`config.mk`:
```
export PLATFORM = sky130hd
export DESIGN_NAME = mse_front
export DESIGN_NICKNAME = d
export VERILOG_FILES = /design/src/hdl/mse_pkg.sv /design/src/hdl/mse_front.sv
export SDC_FILE = /design/constraint.sdc
export NUM_CORES = 1
export LEC_CHECK = 0
export BUFFER_PORTS_ARGS = -buffer_cell sky130_fd_sc_hd__buf_4
export CORE_ASPECT_RATIO = 2
export CORE_UTILIZATION = 40
export DETAILED_ROUTE_END_ITERATION = 10
export GPL_ROUTABILITY_DRIVEN = 0
export GPL_TIMING_DRIVEN = 0
export PLACE_DENSITY = 0.65
export SLEW_MARGIN = 30
export SYNTH_ARGS = -nofsm -noshare
export SYNTH_HDL_FRONTEND = slang
export SYNTH_SLANG_ARGS = --single-unit
```
`constraint.sdc`:
```
create_clock -name clk -period 4.53 [get_ports clk]
set_input_delay 0.2265 -clock clk [delete_from_list [all_inputs] [get_ports clk]]
set_output_delay 0.2265 -clock clk [all_outputs]
set_load 0.1 [all_outputs]
```
`src/hdl/mse_pkg.sv`:
```
// Package for the MIPS subset executor: opcode/funct codes, exception codes,
// decoded-instruction struct and FSM state types. No dependencies.
package mse_pkg;

    localparam logic [5:0] OP_SPECIAL = 6'h00;
    localparam logic [5:0] OP_ADDI    = 6'h08;
    localparam logic [5:0] OP_LUI     = 6'h0F;
    localparam logic [5:0] OP_LW      = 6'h23;
    localparam logic [5:0] OP_SW      = 6'h2B;
    localparam logic [5:0] OP_BEQ     = 6'h04;
    localparam logic [5:0] OP_BNE     = 6'h05;
    localparam logic [5:0] OP_BLEZ    = 6'h06;
    localparam logic [5:0] OP_BGTZ    = 6'h07;

    localparam logic [5:0] FN_SLL  = 6'h00;
    localparam logic [5:0] FN_SRL  = 6'h02;
    localparam logic [5:0] FN_JR   = 6'h08;
    localparam logic [5:0] FN_MFHI = 6'h10;
    localparam logic [5:0] FN_MFLO = 6'h12;
    localparam logic [5:0] FN_MULT = 6'h18;
    localparam logic [5:0] FN_DIV  = 6'h1A;
    localparam logic [5:0] FN_ADD  = 6'h20;
    localparam logic [5:0] FN_SUB  = 6'h22;
    localparam logic [5:0] FN_AND  = 6'h24;
    localparam logic [5:0] FN_OR   = 6'h25;
    localparam logic [5:0] FN_XOR  = 6'h26;
    localparam logic [5:0] FN_SLT  = 6'h2A;

    localparam logic [1:0] EXC_NONE  = 2'd0;
    localparam logic [1:0] EXC_OVF   = 2'd1;
    localparam logic [1:0] EXC_ADDR  = 2'd2;
    localparam logic [1:0] EXC_UNIMP = 2'd3;

    typedef enum logic [4:0] {
        K_UNIMP, K_ADD, K_SUB, K_AND, K_OR, K_XOR, K_SLT, K_SLL, K_SRL, K_ROTR,
        K_MULT, K_DIV, K_MFHI, K_MFLO, K_JR, K_ADDI, K_LUI, K_LW, K_SW,
        K_BEQ, K_BNE, K_BLEZ, K_BGTZ
    } kind_t;

    typedef struct packed {
        kind_t       kind;
        logic [4:0]  rs;
        logic [4:0]  rt;
        logic [4:0]  rd;
        logic [4:0]  sh;
        logic [31:0] imm;
    } dec_t;

    typedef enum logic [3:0] {
        S_IDLE, S_READ, S_EXEC, S_MUL2, S_DIVI, S_DIVF, S_MEM, S_LDW, S_STW,
        S_CLR, S_DONE
    } bst_t;

endpackage

```
`src/hdl/mse_front.sv`:
```
// Front part: accepts instruction words, decodes them and feeds a two-entry queue.
// Depends on mse_pkg.
module mse_front (
    input  logic            clk,
    input  logic            rst_n,
    input  logic            valid_in,
    output logic            stall_in,
    input  logic [31:0]     instr_word,
    output logic            q_valid,
    output mse_pkg::dec_t   q_dec,
    input  logic            q_pop
);
    import mse_pkg::*;

    dec_t       mem_reg [2];
    logic       wp_reg, wp_next, rp_reg, rp_next;
    logic [1:0] cnt_reg, cnt_next;
    dec_t       d;
    logic       push;

    always_comb
    begin
        d.rs   = instr_word[25:21];
        d.rt   = instr_word[20:16];
        d.rd   = instr_word[15:11];
        d.sh   = instr_word[10:6];
        d.imm  = {{16{instr_word[15]}}, instr_word[15:0]};
        d.kind = K_UNIMP;
        case (instr_word[31:26])
            OP_SPECIAL:
            begin
                case (instr_word[5:0])
                    FN_ADD:  d.kind = K_ADD;
                    FN_SUB:  d.kind = K_SUB;
                    FN_AND:  d.kind = K_AND;
                    FN_OR:   d.kind = K_OR;
                    FN_XOR:  d.kind = K_XOR;
                    FN_SLT:  d.kind = K_SLT;
                    FN_SLL:  d.kind = K_SLL;
                    FN_SRL:  d.kind = instr_word[21] ? K_ROTR : K_SRL;
                    FN_MULT: d.kind = K_MULT;
                    FN_DIV:  d.kind = K_DIV;
                    FN_MFHI: d.kind = K_MFHI;
                    FN_MFLO: d.kind = K_MFLO;
                    FN_JR:   d.kind = K_JR;
                    default: d.kind = K_UNIMP;
                endcase
            end
            OP_ADDI: d.kind = K_ADDI;
            OP_LUI:  d.kind = K_LUI;
            OP_LW:   d.kind = K_LW;
            OP_SW:   d.kind = K_SW;
            OP_BEQ:  d.kind = K_BEQ;
            OP_BNE:  d.kind = K_BNE;
            OP_BLEZ: d.kind = K_BLEZ;
            OP_BGTZ: d.kind = K_BGTZ;
            default: d.kind = K_UNIMP;
        endcase
    end

    assign stall_in = (cnt_reg == 2'd2);
    assign push     = valid_in && !stall_in;
    assign q_valid  = (cnt_reg != 2'd0);
    assign q_dec    = mem_reg[rp_reg];

    always_comb
    begin
        wp_next  = push ? ~wp_reg : wp_reg;
        rp_next  = q_pop ? ~rp_reg : rp_reg;
        cnt_next = cnt_reg + {1'b0, push} - {1'b0, q_pop};
    end

    always_ff @(posedge clk or negedge rst_n)
    begin
        if (!rst_n)
        begin
            wp_reg  <= 1'b0;
            rp_reg  <= 1'b0;
            cnt_reg <= 2'd0;
        end
        else
        begin
            wp_reg  <= wp_next;
            rp_reg  <= rp_next;
            cnt_reg <= cnt_next;
        end
    end

    always_ff @(posedge clk)
    begin
        if (push)
            mem_reg[wp_reg] <= d;
    end

    a_no_overflow: assert property (@(posedge clk) disable iff (!rst_n)
        cnt_reg == 2'd2 |-> !push) else $error("queue overfilled");
    a_no_underflow: assert property (@(posedge clk) disable iff (!rst_n)
        q_pop |-> cnt_reg != 2'd0) else $error("pop from empty queue");
    a_count: assert property (@(posedge clk) disable iff (!rst_n)
        cnt_reg <= 2'd2) else $error("queue count out of range");

endmodule

```
; After elaboration in Yosys (flattened, before gate mapping)
; Memory sizes are Yosys's and may differ from the RTL's.
; Cells that the tools add are included.
[totals]
mem_bits_rw = 114
n_memories = 1
reg_bits = 4
word_cells = 39
input_bits = 36
output_inout_bits = 59
[mem_list]
columns = name, depth, word_bits, read_ports, rd_ports_with_merged_regs, write_ports, line
row1 = mem_reg, 2, 57, 1, 0, 1, mse_front.sv:15  ; dec_t mem_reg [2];
[classes]
n_eq_ne = 21
n_addsub = 2
reduce_logical = 5
n_bitwise = 2
mux = 5
[op_table]
columns = cell, count
row1 = one-hot mux 4 bit (13 select lines), 1
row2 = == test 6 bit (second input constant), 8
row3 = one-hot mux 5 bit (9 select lines), 1
row4 = == test 6 x 3 -> 1 bit (second input constant), 4
row5 = == test 6 x 5 -> 1 bit (second input constant), 4
row6 = == test 6 x 4 -> 1 bit (second input constant), 3
row7 = zero test 6 bit, 2
row8 = == test 6 x 2 -> 1 bit (second input constant), 1
row9 = 2-to-1 mux 1 bit, 3
row10 = adder 2 x 1 -> 2 bit, 1
row11 = == test 2 bit (second input constant), 1
row12 = inverter 1 bit, 2
row13 = nonzero test 2 bit, 1
row14 = subtractor 2 x 1 -> 2 bit, 1
row15 = logical AND 1 bit, 1
row16 = zero test 1 bit, 1

; Depth between registers and ports, before layout
; Gate-level depths: netlist (run 1).
[depth]
depth_word = 5
ltp_mapped = 7
ltp_nobuf = 7

; Worst setup path after synthesis (run 1)
; OpenSTA, ideal clock, no wires.
[synth_timing]
kind = reg-to-reg
start = register cnt_reg[1]
end = memory mem_reg[0][0] (netlist bit), enable pin
path_stages_with_launch = 4
setup_slack_ps = 2209
setup_time_ps = 419
arrival_ps = 1902
path_cell_list = dfrtp_1 > nand2b_1 > nand2_1 > nor2_1
[synth_between]
elab_chain_cells = 5
[synth_rtl]
columns = item, line
row1 = start: declaration, mse_front.sv:17  ; logic [1:0] cnt_reg, cnt_next;
row2 = start signal: assignment, mse_front.sv:85  ; cnt_reg <= cnt_next;
row3 = == test 2 bit, mse_front.sv:61  ; assign stall_in = (cnt_reg == 2'd2);
row4 = zero test 1 bit, mse_front.sv:62  ; assign push = valid_in && !stall_in;
row5 = logical AND 1 bit, mse_front.sv:62
row6 = 2-to-1 mux 1 bit, mse_front.sv:91  ; if (push)
row7 = 2-to-1 mux 1 bit (not written as such), mse_front.sv:92  ; mem_reg[wp_reg] <= d;
row8 = end: declaration, mse_front.sv:15
; No other way between the ends.

==> results.md, run 1 <==
* Final Slew Violations at 0
* Worst relative slew slack at 58.4%
* Top cells by area, synth: edfxtp_1 (62%), mux2_2 (11%), buf_4 (6.8%), dfrtp_1 (3.4%), xnor2_1 (1.2%)
* Chip width at ~63 um
* CTS Sinks at 66
* Layout area overhead at 40.7%
* Core area at ~7000 um^2
* H-tree depth at 3
* Max cap viols at 0
* Critical Path Max Stage Delay at 490 ps
* Cells after synthesis at 195
* CP max stage cell: mux2_2
* Highest Clock Rate at ~440 MHz
* Initial Utilization at 41.3%
* Layout cells sized above 1 at 58.2%
* Synth Warn # at 0
* First-pass GRT wire length at between 8 and 9 mm
* Critical Path Most Common Cell: buf_4
* Fin. Hold Viols at 0
* # diodes at 0
* CTS tree: built
* Seq cells post-synth at between 60 and 70
* Crit path max fanout at 18
* Syn_nets at 233
* Fin crit period at approximately 2300 ps
* Die ar. at 7820 um^2
* Post-synth ARST share at 6.06%
* Reg2reg path depth at 4
* Routed Antenna Nets at 0
* Cell taking the most area after synthesis: edfxtp_1
* WHS Path Cells at 1
* TritonCTS Buffers at 9
* Post-synth EDFFs at 62
* RSZ-0062 raised after global routing: false
* Avg Synthesized Cell Area at 15.3 um^2
* DP Wirelength at between 4 and 5 mm
* Port bufs at approximately 90
* Kind of critical path: reg -> out
* Layout Cells excl Fill at between 300 and 400
* Synth top area share at 62.5%
* Seq/Total Area, Yosys at 65.9%
* Largest net degree at the start of global routing at 27
* Multi-input gate area at 754 um^2
* Total Nets Final at 339
* Hold crit path type: in -> reg
* Initial DRC Count at 40
* Die H at between 100 and 150 um
* DR vias/cell at 4.78
* Routed len/inst at 14.2 um
* Crit path cell chain: clkbuf_1, buf_2, mux2_2, buf_4, buf_4
* IO Pins at between 90 and 100
* Run status: complete, no violations
* Clk_lat worst skew at roughly 320 ps
* Largest register FFs at 62
* GRT Overall Usage at 15.4%
* Clock Tree Buf Depth at 2
* Fillers at 638
* Row count at 44
* Data arrival, critical path at ~2100 ps
* Top_reg_cell synth: edfxtp_1
* Routed wire length at roughly 5.7 mm
* DR pass1 iterations at 4
* Initial antenna violation count at 0
* Routed via count at 1902
* Total global routing overflow at 0
* CP Capture Type: primary output
* DRC violations left at 0
* Fin Setup TNS at 0 ps
* Crit path required time at 4300 ps
* Register area at 1960 um^2
* Worst setup SP type: flop
* Mapped cell area at roughly 3000 um^2
* Placed cell count at 381
* Worst Skew at 7.12 ps
* Root buffer cell: clkbuf_16
* Vias in the first global route at 1892
* # setup viols final at 0
* Clk slew on worst S/H paths at 50 ps
* Worst-Margin Slew at ~620 ps
* Final worst path period share at 50.3%
* Post-synth cell types at 40
==> path summary, 6_finish.rpt <==
kind                                   to            from  slack [ps]
setup / recovery                q_dec[28]          rp_reg        2250
hold / removal             mem_reg[1][49]  instr_word[23]          90
setup reg to reg           mem_reg[0][34]      cnt_reg[1]        2820
hold reg to reg                cnt_reg[0]      cnt_reg[0]         520
max in group asynchronous      cnt_reg[0]           rst_n        4180
min in group asynchronous          wp_reg           rst_n         240
==> cell type report <==
cell class	instances	share of cell area [%]
plain buffers	35	6.03
clock buffers	12	6.36
clock inverters	4	1.73
inverters	5	0.448
multi-input cells	89	18.0
flip-flops and latches	66	46.8
well taps	92	2.75
repair buffers	95	17.9
==> routing by layer <==
layer	wire [um]	up-vias	part of all wire, %	track usage [%]
li1	-	920	-	-
met1	1840	906	33	13.7
met2	3370	64	60	29.6
met3	270	12	4.8	3.85
met4	172	0	3.0	10.8
met5	0	-	0	0
==> repair_timing <==
action                                  in CTS  in global routing
endpoints found under the setup margin       0                  0
resized for setup                            0                  0
buffers inserted                             0                  0
hold buffers                                 1                  0
hold endpoints to repair                     4                  0
==> placed cells by master, fill, tap and decap left out, drive strengths merged, types with 2 or more instances in the layout <==
cell	instances
nor3b	2
o22ai	2
nor4	2
clkbuf	15
dfrtp	4
nor3	3
or4	2
o21ai	4
a211oi	2
edfxtp	62
xnor2	4
ha	2
nand2	4
nand2b	2
bufinv	2
xor2	4
nor2	8
inv	5
mux2	31
buf	126
a21oi	2
a31oi	3
==> critical path, delay by kind of cell, from the launching register on <==
family	cells	cell delay (ps)
buf+inv	4	920
flops	1	310
mux	1	490
==> through the flow <==
stage | hold slack (ps) | cell area (um^2) | setup WS, ps | utilization (%)
global route | 73.2 | 4190 | 2080 | 58.1
CTS | 74.1 | 4190 | 2160 | 58.1
global placement | 24.3 | 3780 | 1370 | 52.5
detailed placement | 25.8 | 3840 | 2510 | 53.3
finish | 87.3 | 4190 | 2250 | 58.1
floorplan | -69.1 | 2980 | 2210 | -
==> synth_stat cells, types with 2 or more instances <==
cell type  count
inv_1          4
a31oi_1        3
a211oi_1       2
a21oi_1        2
clkbuf_1       2
nand2b_1       2
dfrtp_1        4
mux2_2        29
nor2_1         8
xor2_1         4
buf_4         27
o21ai_0        4
mux2_1         2
edfxtp_1      62
nor3_1         3
xnor2_1        4
o22ai_1        2
ha_1           2
nand2_1        4
buf_2          3
nor3b_1        2
buf_6          2
==> cell families (layout without fill, tap and decap cells) <==
family | Yosys count | after routing | share of synthesized area, %
buf+inv | 40 | 151 | 9.11
simple gates | 30 | 30 | 6.05
fa+ha+maj | 2 | 2 | 0.840
xor+xnor | 8 | 8 | 2.35
flops | 66 | 66 | 65.9
compound gates | 18 | 18 | 4.07
mux | 31 | 31 | 11.7
Power of run 1 is not shown: default switching activity piles up to over one toggle a cycle in this logic, so the estimate is an artifact.
==> inputs of run 2 (changes only) <==
--- a/config.mk
+++ b/config.mk
@@ -11,7 +11,7 @@
 export DETAILED_ROUTE_END_ITERATION = 10
 export GPL_ROUTABILITY_DRIVEN = 0
 export GPL_TIMING_DRIVEN = 0
-export PLACE_DENSITY = 0.65
+export PLACE_DENSITY = 0.68
 export SLEW_MARGIN = 30
 export SYNTH_ARGS = -nofsm -noshare
 export SYNTH_HDL_FRONTEND = slang
==> constraint.sdc (replaced) <==
create_clock -name clk -period 2 [get_ports clk]
set_input_delay 0.1 -clock clk [delete_from_list [all_inputs] [get_ports clk]]
set_output_delay 0.1 -clock clk [all_outputs]
set_load 0.1 [all_outputs]
==> results.md, run 2 (synthesized netlist as in run 1, its figures left out) <==
* Worst setup SP type: flop (unchanged)
* Crit path cell chain: buf_2, mux2_2, buf_4, buf_4 (was clkbuf_1, buf_2, mux2_2, buf_4, buf_4)
* Critical Path Max Stage Delay at 420 ps (was 490 ps)
* Initial DRC Count at 32 (was 40)
* Run status: complete, no violations (unchanged)
* Final Slew Violations at 0 (unchanged)
* Highest Clock Rate at about 530 MHz
* CP delay by family, top: buffers and inverters (unchanged)
* Met3 Resource Use GR at 4.12% (was 3.85%)
* H-tree depth at 3 (unchanged)
* Pre-CTS setup slack at 120 ps (was 2510 ps)
* RSZ-0062 raised after global routing: false (unchanged)
* Largest net degree at the start of global routing at 27 (unchanged)
* Register area at 1960 um^2 (unchanged)
* Routed wire length at 6.02 mm (was 5.66 mm)
* Crit path max fanout at 10 (was 18)
* Routed via count at 1980 (was 1902)
* Initial Utilization at 41.3% (unchanged)
* Initial antenna violation count at 0 (unchanged)
* Routed Antenna Nets at 0 (unchanged)
* CTS Sinks at 66 (unchanged)
* Max cap viols at 0 (unchanged)
* Die ar. at 7820 um^2 (unchanged)
* Min-delay src: instr_word[4] (was instr_word[23])
* # setup viols final at 0 (unchanged)
* Core area at 7210 um^2 (unchanged)
* Root buffer cell: clkbuf_16 (unchanged)
* Fin crit period at about 1900 ps
* DR pass1 iterations at 4 (unchanged)
* Clk slew on worst S/H paths at 50 ps (about the same)
* Clock Tree Buf Depth at 2 (unchanged)
* Total global routing overflow at 0 (unchanged)
* Kind of critical path: reg -> out (unchanged)
* Setup ws final at 114 ps (was 2250 ps)
* Final worst path period share at 94.3%
* CP max stage cell: dfrtp_1 (was mux2_2)
* Largest register FFs at 62 (unchanged)
* Worst relative slew slack at 60.6% (was 58.4%)
* Fillers at 584 (was 638)
* Crit path from: rp_reg (unchanged)
* Met1 GRT Util at 14.7% (was 13.7%)
* Port bufs at 92 (unchanged)
* CTS tree: built (unchanged)
* Layout cells sized above 1 at 53.5% (was 58.2%)
* Fin. Hold Viols at 0 (unchanged)
* CP Capture Type: primary output (unchanged)
* Vias in the first global route at 2007 (was 1892)
* Worst path bufs/invs at 3 (was 4)
* Worst Skew at 4.34 ps (was 7.12 ps)
* Most common cell after layout, fill and taps aside: buf_4 (unchanged)
* RR Startpoint: cnt_reg[1] (unchanged)
* TritonCTS Buffers at 9 (unchanged)
* Hold crit path type: in -> reg (unchanged)
* Chip width at 63.0 um (unchanged)
* Multi-input gate area at 758 um^2 (was 754 um^2)
* Critical Path Most Common Cell: buf_4 (unchanged)
* DRC violations left at 0 (unchanged)
* Total Nets Final at 362 (was 339)
* Routed len/inst at 14.3 um (was 14.2 um)
* GRT Overall Usage at 16.4% (was 15.4%)
* Post-CTS Setup Bufs at 0 (unchanged)
* Met2 Use GR at 31.9% (was 29.6%)
* Clk_lat worst skew at 320 ps (about the same)
* Row count at 44 (unchanged)
* Worst-Margin Slew at 589 ps (was 622 ps)
* Top Usage Layer GRT: met2 (unchanged)
* IO Pins at 95 (unchanged)
* Data arrival, critical path at 1790 ps (was 2050 ps)
* R2R Setup Slk at 320 ps (was 2820 ps)
* DR vias/cell at 4.69 (was 4.78)
* DP Wirelength at 4.15 mm (was 4.23 mm)
* Commonest non-fill, non-tap cells in the layout: buf_4 (120), edfxtp_1 (62), mux2_2 (28) (was buf_4 (119), edfxtp_1 (62), mux2_2 (29))
* Layout area overhead at 48.3% (was 40.7%)
* Die H at 124 um (unchanged)
* Crit path required time at 1900 ps (was 4300 ps)
* First-pass GRT wire length at 9.38 mm (was 8.76 mm)
-- run 2: routing by layer --
layer | wire (um) | share of wire (%)
met1 | 1930 | 32
met2 | 3710 | 62
met3 | 277 | 4.6
met4 | 110 | 1.8
met5 | 0 | 0
-- run 2: worst paths after layout --
check                                  to  cells past startpoint
setup / recovery                q_dec[35]                      4
hold / removal              mem_reg[0][4]                      1
setup reg to reg           mem_reg[0][35]                      4
hold reg to reg                cnt_reg[0]                      1
max in group asynchronous          rp_reg                      2
min in group asynchronous          wp_reg                      2
-- run 2: final cells by class --
class,instances,area share [%]
timing repair buffer,119,22.1
inverter,5,0.425
clock buffer,9,5.10
tap,92,2.61
buffer,34,5.69
clock inverter,7,2.44
antenna,1,0.0567
multi-input combinational,89,17.2
sequential,66,44.4
-- run 2: metrics by stage --
stage	util, %	hold slack, ps	area [um^2]	std cells	setup TNS (ps)
2_1_floorplan	-	-196	2980	195	0
3_3_place_gp	52.5	-99.0	3790	379	-14470
3_5_place_dp	53.1	-98.6	3830	381	0
4_1_cts	61.2	2.65	4410	421	0
5_1_grt	61.2	15.1	4410	421	0
6_report	61.2	14.5	4420	422	0
-- run 2: worst reg2reg max path, stage by stage (launching register included) --
cell      delay (ps)
dfrtp_1          400
nand2b_1         110
nand2_1          140
nor2_4           490
buf_8            240
-- run 2: what timing repair did --
action                     in CTS  in global routing
gates resized for setup         2                  0
setup endpoints to repair      27                  0
hold endpoints to repair       50                  0
hold buffers                   25                  0
Power of run 2 is left out for the same reason.
